`src/sv/ccid_pkg.sv`:
```
// Shared types, constants and header table for the CCID T=1 I-block framer.
package ccid_pkg;

    // Largest APDU that fits in one I-block.
    localparam logic [7:0] MAX_APDU_BYTES = 8'd254;
    // CCID bulk-out data block message type.
    localparam logic [7:0] XFR_TYPE = 8'h6F;
    // T=1 prologue plus EDC bytes counted in the CCID length field.
    localparam logic [8:0] LEN_OVERHEAD = 9'd4;
    // Bit of the PCB that carries the T=1 send sequence number.
    localparam int unsigned PCB_SEQ_BIT = 6;

    // Header positions: 10 CCID header bytes followed by NAD, PCB and LEN.
    localparam int unsigned HDR_BYTES = 13;
    localparam int unsigned HDR_IDX_W = $clog2(HDR_BYTES);
    localparam logic [HDR_IDX_W-1:0] HDR_LAST = HDR_IDX_W'(HDR_BYTES - 1);

    // Configuration register indexes.
    localparam int unsigned CFG_IDX_W = 2;
    localparam logic [CFG_IDX_W-1:0] REG_NODE_ADDRESS = 2'd0;
    localparam logic [CFG_IDX_W-1:0] REG_WAIT_INDEX   = 2'd1;
    localparam logic [CFG_IDX_W-1:0] REG_SLOT_NUMBER  = 2'd2;

    // Reset values of the configuration registers.
    localparam logic [7:0] NODE_ADDRESS_RST = 8'h10;
    localparam logic [7:0] WAIT_INDEX_RST   = 8'h04;
    localparam logic [7:0] SLOT_NUMBER_RST  = 8'h00;

    // Depth of the command queue between the front and the back.
    localparam int unsigned CMDQ_DEPTH = 4;
    localparam int unsigned CMDQ_PTR_W = $clog2(CMDQ_DEPTH);

    // One classified request, with everything the back needs to emit its bytes.
    typedef struct packed {
        logic       is_error;
        logic       has_header;
        logic       has_data;
        logic       has_edc;
        logic [7:0] data_byte;
        logic [7:0] edc_byte;
        logic [7:0] apdu_len;
        logic [7:0] slot;
        logic [7:0] seq;
        logic [7:0] wait_idx;
        logic [7:0] nad;
        logic [7:0] pcb;
    } cmd_t;

    // Phase of the back end while it expands one command.
    typedef enum logic [2:0] {
        BE_NEW,
        BE_HDR,
        BE_DATA,
        BE_EDC,
        BE_ERR
    } be_state_t;

    // Header byte at a given position of the CCID header and T=1 prologue.
    function automatic logic [7:0] hdr_byte(input logic [HDR_IDX_W-1:0] idx,
                                            input cmd_t c);
        logic [8:0] total;
        logic [7:0] b;
        total = {1'b0, c.apdu_len} + LEN_OVERHEAD;
        case (idx)
            4'd0:    b = XFR_TYPE;
            4'd1:    b = total[7:0];
            4'd2:    b = {7'd0, total[8]};
            4'd5:    b = c.slot;
            4'd6:    b = c.seq;
            4'd7:    b = c.wait_idx;
            4'd10:   b = c.nad;
            4'd11:   b = c.pcb;
            4'd12:   b = c.apdu_len;
            default: b = 8'd0;
        endcase
        return b;
    endfunction

endpackage

```
`src/sv/ccid_fe.sv`:
```
// Front end: configuration registers, message tracking and request classification.
module ccid_fe (
    input  logic                          clk,
    input  logic                          rst_n,
    input  logic                          push,
    input  logic                          q_full,
    input  logic [7:0]                    apdu_byte,
    input  logic [7:0]                    apdu_length,
    input  logic                          write_enable,
    input  logic [ccid_pkg::CFG_IDX_W-1:0] reg_index,
    input  logic [7:0]                    write_data,
    output logic                          cmd_valid,
    output ccid_pkg::cmd_t                cmd
);

    logic [7:0] node_address_reg;
    logic [7:0] wait_index_reg;
    logic [7:0] slot_number_reg;

    logic [7:0] byte_position_reg, byte_position_next;
    logic [7:0] running_edc_reg, running_edc_next;
    logic       block_seq_reg, block_seq_next;
    logic [7:0] message_seq_reg, message_seq_next;

    logic       accept;
    logic       len_err;
    logic       starting;
    logic       empty_msg;
    logic       finish;
    logic [7:0] pcb;
    logic [7:0] edc_base;
    logic [7:0] edc_new;
    logic [7:0] pos_new;

    // Configuration writes.
    always_ff @(posedge clk or negedge rst_n)
    begin
        if (!rst_n)
        begin
            node_address_reg <= ccid_pkg::NODE_ADDRESS_RST;
            wait_index_reg   <= ccid_pkg::WAIT_INDEX_RST;
            slot_number_reg  <= ccid_pkg::SLOT_NUMBER_RST;
        end
        else if (write_enable)
        begin
            case (reg_index)
                ccid_pkg::REG_NODE_ADDRESS: node_address_reg <= write_data;
                ccid_pkg::REG_WAIT_INDEX:   wait_index_reg   <= write_data;
                ccid_pkg::REG_SLOT_NUMBER:  slot_number_reg  <= write_data;
                default:                    ;
            endcase
        end
    end

    // Classify the incoming request and work out the message state after it.
    always_comb
    begin
        accept    = push && !q_full;
        len_err   = apdu_length > ccid_pkg::MAX_APDU_BYTES;
        starting  = (byte_position_reg == 8'd0);
        empty_msg = starting && (apdu_length == 8'd0);
        pcb       = 8'(block_seq_reg) << ccid_pkg::PCB_SEQ_BIT;
        edc_base  = starting ? (node_address_reg ^ pcb ^ apdu_length) : running_edc_reg;
        edc_new   = edc_base ^ apdu_byte;
        pos_new   = byte_position_reg + 8'd1;
        finish    = empty_msg || (pos_new >= apdu_length);

        byte_position_next = byte_position_reg;
        running_edc_next   = running_edc_reg;
        block_seq_next     = block_seq_reg;
        message_seq_next   = message_seq_reg;
        if (accept && !len_err)
        begin
            if (finish)
            begin
                byte_position_next = 8'd0;
                running_edc_next   = 8'd0;
                block_seq_next     = !block_seq_reg;
                message_seq_next   = message_seq_reg + 8'd1;
            end
            else
            begin
                byte_position_next = pos_new;
                running_edc_next   = edc_new;
            end
        end

        cmd_valid       = accept;
        cmd.is_error    = len_err;
        cmd.has_header  = !len_err && starting;
        cmd.has_data    = !len_err && !empty_msg;
        cmd.has_edc     = !len_err && finish;
        cmd.data_byte   = apdu_byte;
        cmd.edc_byte    = empty_msg ? edc_base : edc_new;
        cmd.apdu_len    = apdu_length;
        cmd.slot        = slot_number_reg;
        cmd.seq         = message_seq_reg;
        cmd.wait_idx    = wait_index_reg;
        cmd.nad         = node_address_reg;
        cmd.pcb         = pcb;
    end

    // Message state registers.
    always_ff @(posedge clk or negedge rst_n)
    begin
        if (!rst_n)
        begin
            byte_position_reg <= 8'd0;
            running_edc_reg   <= 8'd0;
            block_seq_reg     <= 1'b0;
            message_seq_reg   <= 8'd0;
        end
        else
        begin
            byte_position_reg <= byte_position_next;
            running_edc_reg   <= running_edc_next;
            block_seq_reg     <= block_seq_next;
            message_seq_reg   <= message_seq_next;
        end
    end

endmodule

```
`src/sv/ccid_cmdq.sv`:
```
// Short command queue that decouples the front end from the byte emitter.
module ccid_cmdq (
    input  logic           clk,
    input  logic           rst_n,
    input  logic           push_valid,
    input  ccid_pkg::cmd_t push_cmd,
    output logic           full,
    output logic           head_valid,
    output ccid_pkg::cmd_t head_cmd,
    input  logic           pop_head
);

    ccid_pkg::cmd_t                   entry_reg [ccid_pkg::CMDQ_DEPTH];
    logic [ccid_pkg::CMDQ_PTR_W-1:0]  wr_ptr_reg;
    logic [ccid_pkg::CMDQ_PTR_W-1:0]  rd_ptr_reg;
    logic [ccid_pkg::CMDQ_PTR_W:0]    count_reg, count_next;
    logic                             do_push;
    logic                             do_pop;

    // Occupancy flags, head entry and next fill count.
    always_comb
    begin
        full       = (count_reg == (ccid_pkg::CMDQ_PTR_W + 1)'(ccid_pkg::CMDQ_DEPTH));
        head_valid = (count_reg != '0);
        head_cmd   = entry_reg[rd_ptr_reg];
        do_push    = push_valid && !full;
        do_pop     = pop_head && head_valid;
        count_next = count_reg + (ccid_pkg::CMDQ_PTR_W + 1)'(do_push)
                               - (ccid_pkg::CMDQ_PTR_W + 1)'(do_pop);
    end

    // Entry storage.
    always_ff @(posedge clk)
    begin
        if (do_push)
        begin
            entry_reg[wr_ptr_reg] <= push_cmd;
        end
    end

    // Pointers and fill count.
    always_ff @(posedge clk or negedge rst_n)
    begin
        if (!rst_n)
        begin
            wr_ptr_reg <= '0;
            rd_ptr_reg <= '0;
            count_reg  <= '0;
        end
        else
        begin
            if (do_push)
            begin
                wr_ptr_reg <= wr_ptr_reg + 1'b1;
            end
            if (do_pop)
            begin
                rd_ptr_reg <= rd_ptr_reg + 1'b1;
            end
            count_reg <= count_next;
        end
    end

    // The fill count never passes the depth.
    a_count_bound: assert property (@(posedge clk) disable iff (!rst_n)
        count_reg <= (ccid_pkg::CMDQ_PTR_W + 1)'(ccid_pkg::CMDQ_DEPTH))
        else $error("command queue count exceeds depth");

endmodule

```
`src/sv/ccid_be.sv`:
```
// Back end: expands queued commands into frame bytes behind an output register.
module ccid_be (
    input  logic           clk,
    input  logic           rst_n,
    input  logic           head_valid,
    input  ccid_pkg::cmd_t head_cmd,
    output logic           head_pop,
    input  logic           pop,
    output logic           empty,
    output logic [7:0]     frame_byte,
    output logic           last_of_frame,
    output logic           length_error
);

    ccid_pkg::be_state_t                 state_reg, state_next;
    ccid_pkg::be_state_t                 phase;
    logic [ccid_pkg::HDR_IDX_W-1:0]      hdr_idx_reg, hdr_idx_next;
    logic                                out_valid_reg, out_valid_next;
    logic [7:0]                          out_byte_reg, out_byte_next;
    logic                                out_last_reg, out_last_next;
    logic                                out_err_reg, out_err_next;
    logic                                advance;
    logic                                done;

    // Choose the phase, the byte to emit and the next phase.
    always_comb
    begin
        advance = head_valid && (!out_valid_reg || pop);

        if (state_reg != ccid_pkg::BE_NEW)
        begin
            phase = state_reg;
        end
        else if (head_cmd.is_error)
        begin
            phase = ccid_pkg::BE_ERR;
        end
        else if (head_cmd.has_header)
        begin
            phase = ccid_pkg::BE_HDR;
        end
        else if (head_cmd.has_data)
        begin
            phase = ccid_pkg::BE_DATA;
        end
        else
        begin
            phase = ccid_pkg::BE_EDC;
        end

        out_byte_next  = out_byte_reg;
        out_last_next  = out_last_reg;
        out_err_next   = out_err_reg;
        out_valid_next = out_valid_reg && !pop;
        state_next     = state_reg;
        hdr_idx_next   = hdr_idx_reg;
        done           = 1'b0;

        if (advance)
        begin
            out_valid_next = 1'b1;
            out_last_next  = 1'b0;
            out_err_next   = 1'b0;
            case (phase)
                ccid_pkg::BE_HDR:
                begin
                    out_byte_next = ccid_pkg::hdr_byte(hdr_idx_reg, head_cmd);
                    if (hdr_idx_reg == ccid_pkg::HDR_LAST)
                    begin
                        hdr_idx_next = '0;
                        state_next   = head_cmd.has_data ? ccid_pkg::BE_DATA
                                                         : ccid_pkg::BE_EDC;
                    end
                    else
                    begin
                        hdr_idx_next = hdr_idx_reg + 1'b1;
                        state_next   = ccid_pkg::BE_HDR;
                    end
                end
                ccid_pkg::BE_DATA:
                begin
                    out_byte_next = head_cmd.data_byte;
                    if (head_cmd.has_edc)
                    begin
                        state_next = ccid_pkg::BE_EDC;
                    end
                    else
                    begin
                        done = 1'b1;
                    end
                end
                ccid_pkg::BE_EDC:
                begin
                    out_byte_next = head_cmd.edc_byte;
                    out_last_next = 1'b1;
                    done          = 1'b1;
                end
                default:
                begin
                    out_byte_next = 8'd0;
                    out_err_next  = 1'b1;
                    done          = 1'b1;
                end
            endcase
            if (done)
            begin
                state_next   = ccid_pkg::BE_NEW;
                hdr_idx_next = '0;
            end
        end

        head_pop      = advance && done;
        empty         = !out_valid_reg;
        frame_byte    = out_byte_reg;
        last_of_frame = out_last_reg;
        length_error  = out_err_reg;
    end

    // Sequencer state.
    always_ff @(posedge clk or negedge rst_n)
    begin
        if (!rst_n)
        begin
            state_reg     <= ccid_pkg::BE_NEW;
            hdr_idx_reg   <= '0;
            out_valid_reg <= 1'b0;
        end
        else
        begin
            state_reg     <= state_next;
            hdr_idx_reg   <= hdr_idx_next;
            out_valid_reg <= out_valid_next;
        end
    end

    // Output payload register.
    always_ff @(posedge clk)
    begin
        out_byte_reg <= out_byte_next;
        out_last_reg <= out_last_next;
        out_err_reg  <= out_err_next;
    end

    // An error result is a lone zero byte that never closes a frame.
    a_err_shape: assert property (@(posedge clk) disable iff (!rst_n)
        (out_valid_reg && out_err_reg) |-> (out_byte_reg == 8'd0 && !out_last_reg))
        else $error("malformed error result");

    // A command stays at the queue head until its last byte is emitted.
    a_head_held: assert property (@(posedge clk) disable iff (!rst_n)
        (state_reg != ccid_pkg::BE_NEW) |-> head_valid)
        else $error("command left the queue mid-expansion");

    // The header index only moves while the header is being emitted.
    a_idx_idle: assert property (@(posedge clk) disable iff (!rst_n)
        (state_reg != ccid_pkg::BE_HDR) |-> (hdr_idx_reg == '0))
        else $error("header index out of step with sequencer");

endmodule

```
`src/sv/ccid_t1_iblock_framer.sv`:
```
// Top level of the CCID XfrBlock / T=1 I-block framer.
// Each accepted request carries one APDU byte and its message length. The front end
// classifies it and updates the message state in the cycle it is taken, so a new
// request can be taken every cycle while the 4-entry command queue has room. The back
// end emits one frame byte per cycle while its output register is empty or popped: a data
// byte, plus the EDC on the last byte of a message, and the 13-byte CCID header and T=1
// prologue before the first byte of a message. An over-long length gives one error byte.
// Sustained throughput is one request per cycle during the data phase while pop is high;
// the back end's single byte per cycle sets the rate, and results wait in a one-entry
// output register, so while pop is low input acceptance continues only until the command
// queue fills, after which full stays high until results are taken.
module ccid_t1_iblock_framer (
    input  logic                           clk,
    input  logic                           rst_n,
    input  logic                           push,
    output logic                           full,
    input  logic [7:0]                     apdu_byte,
    input  logic [7:0]                     apdu_length,
    output logic                           empty,
    input  logic                           pop,
    output logic [7:0]                     frame_byte,
    output logic                           last_of_frame,
    output logic                           length_error,
    input  logic                           write_enable,
    input  logic [ccid_pkg::CFG_IDX_W-1:0] reg_index,
    input  logic [7:0]                     write_data
);

    logic           cmd_valid;
    ccid_pkg::cmd_t cmd;
    logic           head_valid;
    ccid_pkg::cmd_t head_cmd;
    logic           head_pop;

    // Request classification and message tracking.
    ccid_fe u_fe (
        .clk          (clk),
        .rst_n        (rst_n),
        .push         (push),
        .q_full       (full),
        .apdu_byte    (apdu_byte),
        .apdu_length  (apdu_length),
        .write_enable (write_enable),
        .reg_index    (reg_index),
        .write_data   (write_data),
        .cmd_valid    (cmd_valid),
        .cmd          (cmd)
    );

    // Queue between front and back.
    ccid_cmdq u_cmdq (
        .clk        (clk),
        .rst_n      (rst_n),
        .push_valid (cmd_valid),
        .push_cmd   (cmd),
        .full       (full),
        .head_valid (head_valid),
        .head_cmd   (head_cmd),
        .pop_head   (head_pop)
    );

    // Byte emitter.
    ccid_be u_be (
        .clk           (clk),
        .rst_n         (rst_n),
        .head_valid    (head_valid),
        .head_cmd      (head_cmd),
        .head_pop      (head_pop),
        .pop           (pop),
        .empty         (empty),
        .frame_byte    (frame_byte),
        .last_of_frame (last_of_frame),
        .length_error  (length_error)
    );

endmodule
```
`config.mk`:
```
export PLATFORM = sky130hd
export DESIGN_NAME = ccid_t1_iblock_framer
export DESIGN_NICKNAME = d
export VERILOG_FILES = /design/src/sv/ccid_pkg.sv /design/src/sv/ccid_fe.sv /design/src/sv/ccid_cmdq.sv /design/src/sv/ccid_be.sv /design/src/sv/ccid_t1_iblock_framer.sv
export SDC_FILE = /design/constraint.sdc
export NUM_CORES = 1
export LEC_CHECK = 0
export BUFFER_PORTS_ARGS = -buffer_cell sky130_fd_sc_hd__buf_2
export CAP_MARGIN = 15
export CORE_ASPECT_RATIO = 1.25
export CORE_UTILIZATION = 60
export CTS_BUF_LIST = sky130_fd_sc_hd__clkbuf_2
export DETAILED_ROUTE_END_ITERATION = 16
export PLACE_DENSITY = 0.77
export SYNTH_ARGS = -nofsm -noshare
export SYNTH_HDL_FRONTEND = slang
export SYNTH_SLANG_ARGS = --single-unit
```
`constraint.sdc`:
```
create_clock -name clk -period 3.8 [get_ports clk]
set_input_delay 0.76 -clock clk [delete_from_list [all_inputs] [get_ports clk]]
set_output_delay 0.76 -clock clk [all_outputs]
set_load 0.05 [all_outputs]
```
Word-level counts from Yosys, hierarchy flattened
Memories as Yosys holds them, arrays and structs flattened.
Cells that the tools add are included.
Word-level totals
  bits in registers: 74
  bits in latches: 0
  memory bits (writable): 244
  bits in read-only memories: 0
  bits of input ports: 31
  output and inout port bits: 12
  logic and storage cells: 105
  memories: 1
Memories
  u_cmdq.entry_reg: words 4, width 61, read ports 1, clocked after memory_dff 0, write ports 1, line ccid_cmdq.sv:13  | ccid_pkg::cmd_t entry_reg [ccid_pkg::CMDQ_DEPTH];
Operators by class
  $add $sub $neg: 8
  multipliers: 0
  div/mod/pow operators: 0
  magnitude comparators: 2
  equal/unequal tests: 15
  shift-type cells: 0
  muxes and demuxes: 26
  bitwise logic cells: 3
  reductions and logical operators: 34
Operators by type and width (number)
  one-hot mux 8 bit (9 select lines): 1
  two-way mux 8 bit: 4
  one-hot mux 8 bit (3 select lines): 1
  two-way mux 3 bit: 6
  adder 8 x 1 -> 8 bit, second input constant: 2
  logical NOT 8 bit: 2
  bitwise XOR 8 bit: 2
  == test 4 x 3 -> 1 bit, second input constant: 3
  == test 4 bit, second input constant: 3
  two-way mux 4 bit: 3
  logical AND 1 bit: 11
  AND reduction 2 bit: 5
  adder 8 x 3 -> 9 bit, second input constant: 1
  two-way mux 1 bit: 9
  nonzero test 3 bit: 3
  >= comparator 8 bit: 1
  greater-than comparator 8 bit, second input constant: 1
  bitwise XOR 8 x 7 -> 8 bit: 1
  == test 3 x 2 -> 1 bit, second input constant: 2
  logical NOT 1 bit: 6
  one-hot mux 3 bit (2 select lines): 1
  adder 2 x 1 -> 2 bit, second input constant: 2
  adder 4 x 1 -> 4 bit, second input constant: 1
  == test 4 x 1 -> 1 bit, second input constant: 1
  15 further kinds: 16

Depth between registers and ports, before layout
An unclocked memory read counts as a cell.
  depth in word-level cells: 12
  gate-level depth with buffers: 12
  gate-level depth less buffers: 10

Cells and area by module
A second synthesis with hierarchy kept.
Second synthesis, totals
  cell total of the unflattened synthesis: 918
  area, all modules: 15102.0 sq um
Modules (own cells, without submodules)
  ccid_cmdq: times used 1, cells each 396, area an instance 10354.9 sq um, seq. area each 8343.0 sq um
  ccid_fe: times used 1, cells each 340, area an instance 3234.4 sq um, seq. area each 1228.7 sq um
  ccid_be: times used 1, cells each 182, area an instance 1512.7 sq um, seq. area each 475.5 sq um

Least setup slack after synthesis
No wires, ideal clock.
  path type: register -> register
  start: register u_cmdq.count_reg[1] (netlist bit)
  end: memory u_cmdq.entry_reg[0][0] (netlist bit), enable pin
  library setup time: 533 ps
  arrival time: 2764 ps
  required time: 3267 ps
  setup slack: 504 ps
  stages on the path, launching flop included: 5
  buffers on the path: 1
  clock period less this slack: 3296 ps
  path through: dfrtp_1 nor3b_1 nor2b_1 clkbuf_1 and2_1
Between the ends
  word-level cells in the longest chain between the ends: 6
Ends and longest elaborated chain
  start, declared: line ccid_cmdq.sv:16  | logic [ccid_pkg::CMDQ_PTR_W:0] count_reg, count_next;
  start signal, assigned: line ccid_cmdq.sv:60  | count_reg <= count_next;
  == test 3 bit *: line ccid_cmdq.sv:23  | full = (count_reg == (ccid_pkg::CMDQ_PTR_W + 1)'(ccid_pkg::CMDQ_DEPTH));
  via full: line ccid_t1_iblock_framer.sv:16  | output logic full,
  logical NOT 1 bit *: line ccid_fe.sv:58, ccid_cmdq.sv:26
  logical AND 1 bit: line ccid_fe.sv:58  | accept = push && !q_full;
  logical AND 1 bit *: line ccid_cmdq.sv:26  | do_push = push_valid && !full;
  via u_cmdq.do_push: line ccid_cmdq.sv:17  | logic do_push;
  two-way mux 1 bit *: line ccid_cmdq.sv:35  | if (do_push)
  two-way mux 1 bit (implied by the code) *: line ccid_cmdq.sv:37  | entry_reg[wr_ptr_reg] <= push_cmd;
  end, declared: line ccid_cmdq.sv:13
The timed path passes the listed nets; every way through them passes the cells marked *.

Worst setup path after layout
  start: register u_cmdq.rd_ptr_reg[0] (netlist bit)
  end: register u_cmdq.count_reg[2] (netlist bit)
Between the ends
  word-level cells in the longest chain between the ends: 12
  elaborated cells between the ends (all ways): 14
  those cells by class: 1 x add/sub; 2 x eq/ne; 8 x mux; 2 x reduce/logical; 1 x memory
Ends and longest elaborated chain
  start, declared: line ccid_cmdq.sv:15  | logic [ccid_pkg::CMDQ_PTR_W-1:0] rd_ptr_reg;
  start signal, assigned: line ccid_cmdq.sv:58  | rd_ptr_reg <= rd_ptr_reg + 1'b1;
  memory (4 x 61 bit) *
  two-way mux 1 bit: line ccid_be.sv:42  | else if (head_cmd.has_data)
  two-way mux 3 bit: line ccid_be.sv:38  | else if (head_cmd.has_header)
  two-way mux 3 bit: line ccid_be.sv:34  | else if (head_cmd.is_error)
  two-way mux 3 bit: line ccid_be.sv:30  | if (state_reg != ccid_pkg::BE_NEW)
  == test 3 x 2 -> 1 bit / == test 3 x 1 -> 1 bit (equally long branches): line ccid_be.sv:64  | case (phase)
  one-hot mux 1 bit (2 select lines) *: line ccid_be.sv:64
  two-way mux 1 bit * (2 in a row): line ccid_be.sv:59  | if (advance)
  logical AND 1 bit *: line ccid_be.sv:112  | head_pop = advance && done;
  logical AND 1 bit *: line ccid_cmdq.sv:27  | do_pop = pop_head && head_valid;
  via u_cmdq.do_pop: line ccid_cmdq.sv:18  | logic do_pop;
  subtractor 3 x 1 -> 3 bit *: line ccid_cmdq.sv:29  | - (ccid_pkg::CMDQ_PTR_W + 1)'(do_pop);
  via u_cmdq.count_next, one bit: line ccid_cmdq.sv:16
The timed path passes the listed nets; every way through them passes the cells marked *. The select of a mux whose other input is x is not followed.
A chain may end at the register's enable or synchronous reset.

==> qor.yml <==
outcome:
  status: "completed"
synthesis:
  synth_nets: 913
  syn_area_um2: 13800
  synth-async-reset-ratio_pct: 19.9
  synth_ff_type: "edfxtp_1"
  syn_inst: 859
  yosysWarnings: 0
  synth-edff-count: 254
  ys_types: 63
  yosysSeqAreaShare_pct: 66.5
  ys_ff_latch: 317
  avgSynthCellArea_um2: 16.1
routing:
  vias_per_cell: 6.14
  drt_wl_total_mm: 27.9
  first_pass_iters: 5
  num_vias: 7967
  first_iter_violations: 656
  detail-route-antenna-nets: 0
  drc: 0
  wl_per_cell_um: 21.5
setup_path:
  worst-setup-path-type: "reg -> reg"
  cp_num_buf_inv: 1
  crit_chain: "mux4_1, nand2b_1, a21oi_4, a31oi_4, nor2b_4, ha_1, inv_1, ha_1, fa_1, xnor2_1"
  crit_arrival_ns: 3.74
  crit_family: "adder cells"
  max_stage_delay_ns: 0.61
  cp_common_cell: "ha_1"
  endpoint_kind: "flip-flop"
  required_ns: 4.54
  critPathMaxFanout: 10
  worst_path_max_delay_cell: "mux4_1"
  crit_path_start_kind: "flip-flop"
power_and_ir_drop:
  cellLeakagePower_nw: 5.65
  ir_drop_mv: 0.823
  power_per_cell_area_nw_per_um2: 767
  p_sw_share_pct: 35.3
  p_sw_mw: 4.10
  seq_power_share_pct: 45.7
  p_int_mw: 7.51
  pwr-share-clk_pct: 20.0
  combPwrFrac_pct: 34.3
clock_tree:
  cts.sink_count: 317
  cts_tree: "built"
  cts_hold_buf: 0
  post-cts-setup-buffers: 0
  clock_path_buffers: 3
  cts_resized: 0
  path_clk_slew_ns: 0.11
  cts_buffers: 75
  clock_latency_ns: 0.85
  clockRootBuffer: "clkbuf_2"
  htreeDepth: 3
timing:
  rsz0062_at_grt: "false"
  finalHoldViolations: 0
  slew_violations: 0
  worstMarginPinSlew_ns: 0.913
  layout_setup_ws_ns: 0.800
  post-route-period-util_pct: 78.9
  period_needed_ns: 3.00
  relSlewSlack_pct: 39.1
  hold_slack_ns: 0.0530
  finalSetupViolations: 0
  fin_setup_tns_ns: 0
  final.setup_skew_ns: 0.0584
  fmax_mhz: 333
place:
  port_buffers: 42
  pre_cts_ws_ns: 0.818
  gp_congestion: 0.826
  dp_hpwl_mm: 17.9
  post-place-cells: 1164
die:
  io_pins: 43
  rows: 61
  die_x_um: 138
  coreArea_um2: 22400
  fp.dieH_um: 172
  die_area_um2: 23700
  initial_core_util_pct: 61.7
layout:
  final_core_util_pct: 67.5
  layout_common_cells: "edfxtp_1 (254), clkbuf_2 (111), dfrtp_1 (59)"
  final_cell_count_no_fill: 1298
  largest_reg_flops: 244
  layout_commonest_cell: "edfxtp_1"
  multi_input_area_um2: 4310
  nFillCells: 1586
  drive_gt1_share_pct: 26.0
  nets: 1012
  syn_to_final_growth_pct: 9.50
  seqCellArea_um2: 9210
global_route:
  grt_pass1_wl_mm: 43.1
  antenna_found_initial: 2
  grt_pass1_vias: 8019
  grt_max_degree: 62
  track_usage_pct: 25.1
  gr-total-overflow: 0
run:
  cap_violations: 0
hold_path:
  hp-class: "in -> async"
[area by class of cell]
cell class                      instances  share of cell area [%]
Clock buffer                          111                    3.67
Inverter                               23                   0.570
Clock inverter                         22                    1.27
Sequential cell                       317                    60.8
Antenna cell                            1                  0.0165
Multi-Input combinational cell        479                    28.5
Tap cell                              283                    2.34
Timing Repair Buffer                   62                    2.87
[worst register-to-register path: stages (launching register included)]
cell and delay [ns]:
dfrtp_4 0.52, mux4_1 0.61, nand2b_1 0.21, a21oi_4 0.23, a31oi_4 0.16, nor2b_4 0.18, ha_1 0.27, inv_1 0.04
ha_1 0.18, fa_1 0.37, xnor2_1 0.13
[through the flow]
stage,power [mW],area (µm²)
after floorplan,8.28,13800
after global placement,9.27,14400
after detailed placement,9.39,14400
after CTS,11.7,15100
after global routing,12.3,15100
final,11.6,15100
[cells by family after synthesis]
family	Yosys count	synth area share, %
flip-flops	317	66.5
AND/OR/NAND/NOR	181	6.82
AO/OA/AOI/OAI	130	6.28
multiplexers	112	13.8
buffers and inverters	63	2.33
XOR/XNOR	33	2.09
adder cells (fa/ha/maj)	23	2.13
[Yosys cell counts, types with 2 or more instances]
library cell  instances  area, µm²
edfxtp_1            254       7630
dfrtp_1              61       1530
nand2_1              41        154
nor2_1               41        154
o21ai_0              36        180
mux4_2               33        743
mux2i_1              31        310
mux2_2               27        304
nand3_1              26        130
a22oi_1              25        188
inv_1                23       86.3
a21oi_1              22        110
ha_1                 22        275
xnor2_1              22        193
mux4_1               21        552
o22ai_1              20        125
clkbuf_1             15       56.3
buf_2                13       65.1
and3_1               11       68.8
nand2b_1             11       68.8
xor2_1               11       96.3
and2_1                9       56.3
nand3b_1              7       52.6
nor2b_1               7       43.8
nor3_1                6       30.0
nor4_1                5       31.3
a21o_1                4       30.0
buf_4                 4       30.0
nand4_1               4       25.0
a31oi_1               3       18.8
buf_1                 3       11.3
buf_6                 3       33.8
a221oi_1              2       17.5
a221oi_2              2       30.0
and3b_1               2       17.5
and4_1                2       17.5
buf_12                2       40.0
dfstp_2               2       52.6
o31ai_1               2       15.0
[power by group through the flow]
stage	Clock (mW)	Sequential, mW	Combinational, mW
global placement	0	5.34	3.92
global route	2.54	5.39	4.32
finish	2.32	5.31	3.98
detailed placement	0	5.39	4.00
floorplan	0	5.39	2.89
CTS	2.37	5.31	4.01
[final timing paths]
path,from,depth (start not counted),to,slack (ns)
max,u_cmdq.rd_ptr_reg[0]$_DFFE_PN0P_,10,u_cmdq.count_reg[2]$_DFF_PN0_,0.80
min,rst_n,1,u_fe.wait_index_reg[5]$_DFFE_PN0P_,0.05
max reg2reg,u_cmdq.rd_ptr_reg[0]$_DFFE_PN0P_,10,u_cmdq.count_reg[2]$_DFF_PN0_,0.80
min reg2reg,u_fe.slot_number_reg[1]$_DFFE_PN0P_,0,u_cmdq.entry_reg[1][26]$_DFFE_PP_,0.50
max in group asynchronous,rst_n,2,u_fe.running_edc_reg[6]$_DFFE_PN0P_,2.94
min in group clk,pop,2,u_be.out_valid_reg$_DFF_PN0_,0.12
[routing by layer]
metal | global-route usage [%] | part of all wire [%]
met2 | 41.6 | 51
met5 | 0 | 0
met4 | 11.0 | 2.8
met3 | 4.95 | 6.4
met1 | 32.3 | 40
Note: power is estimated with default switching activity, not from simulation.
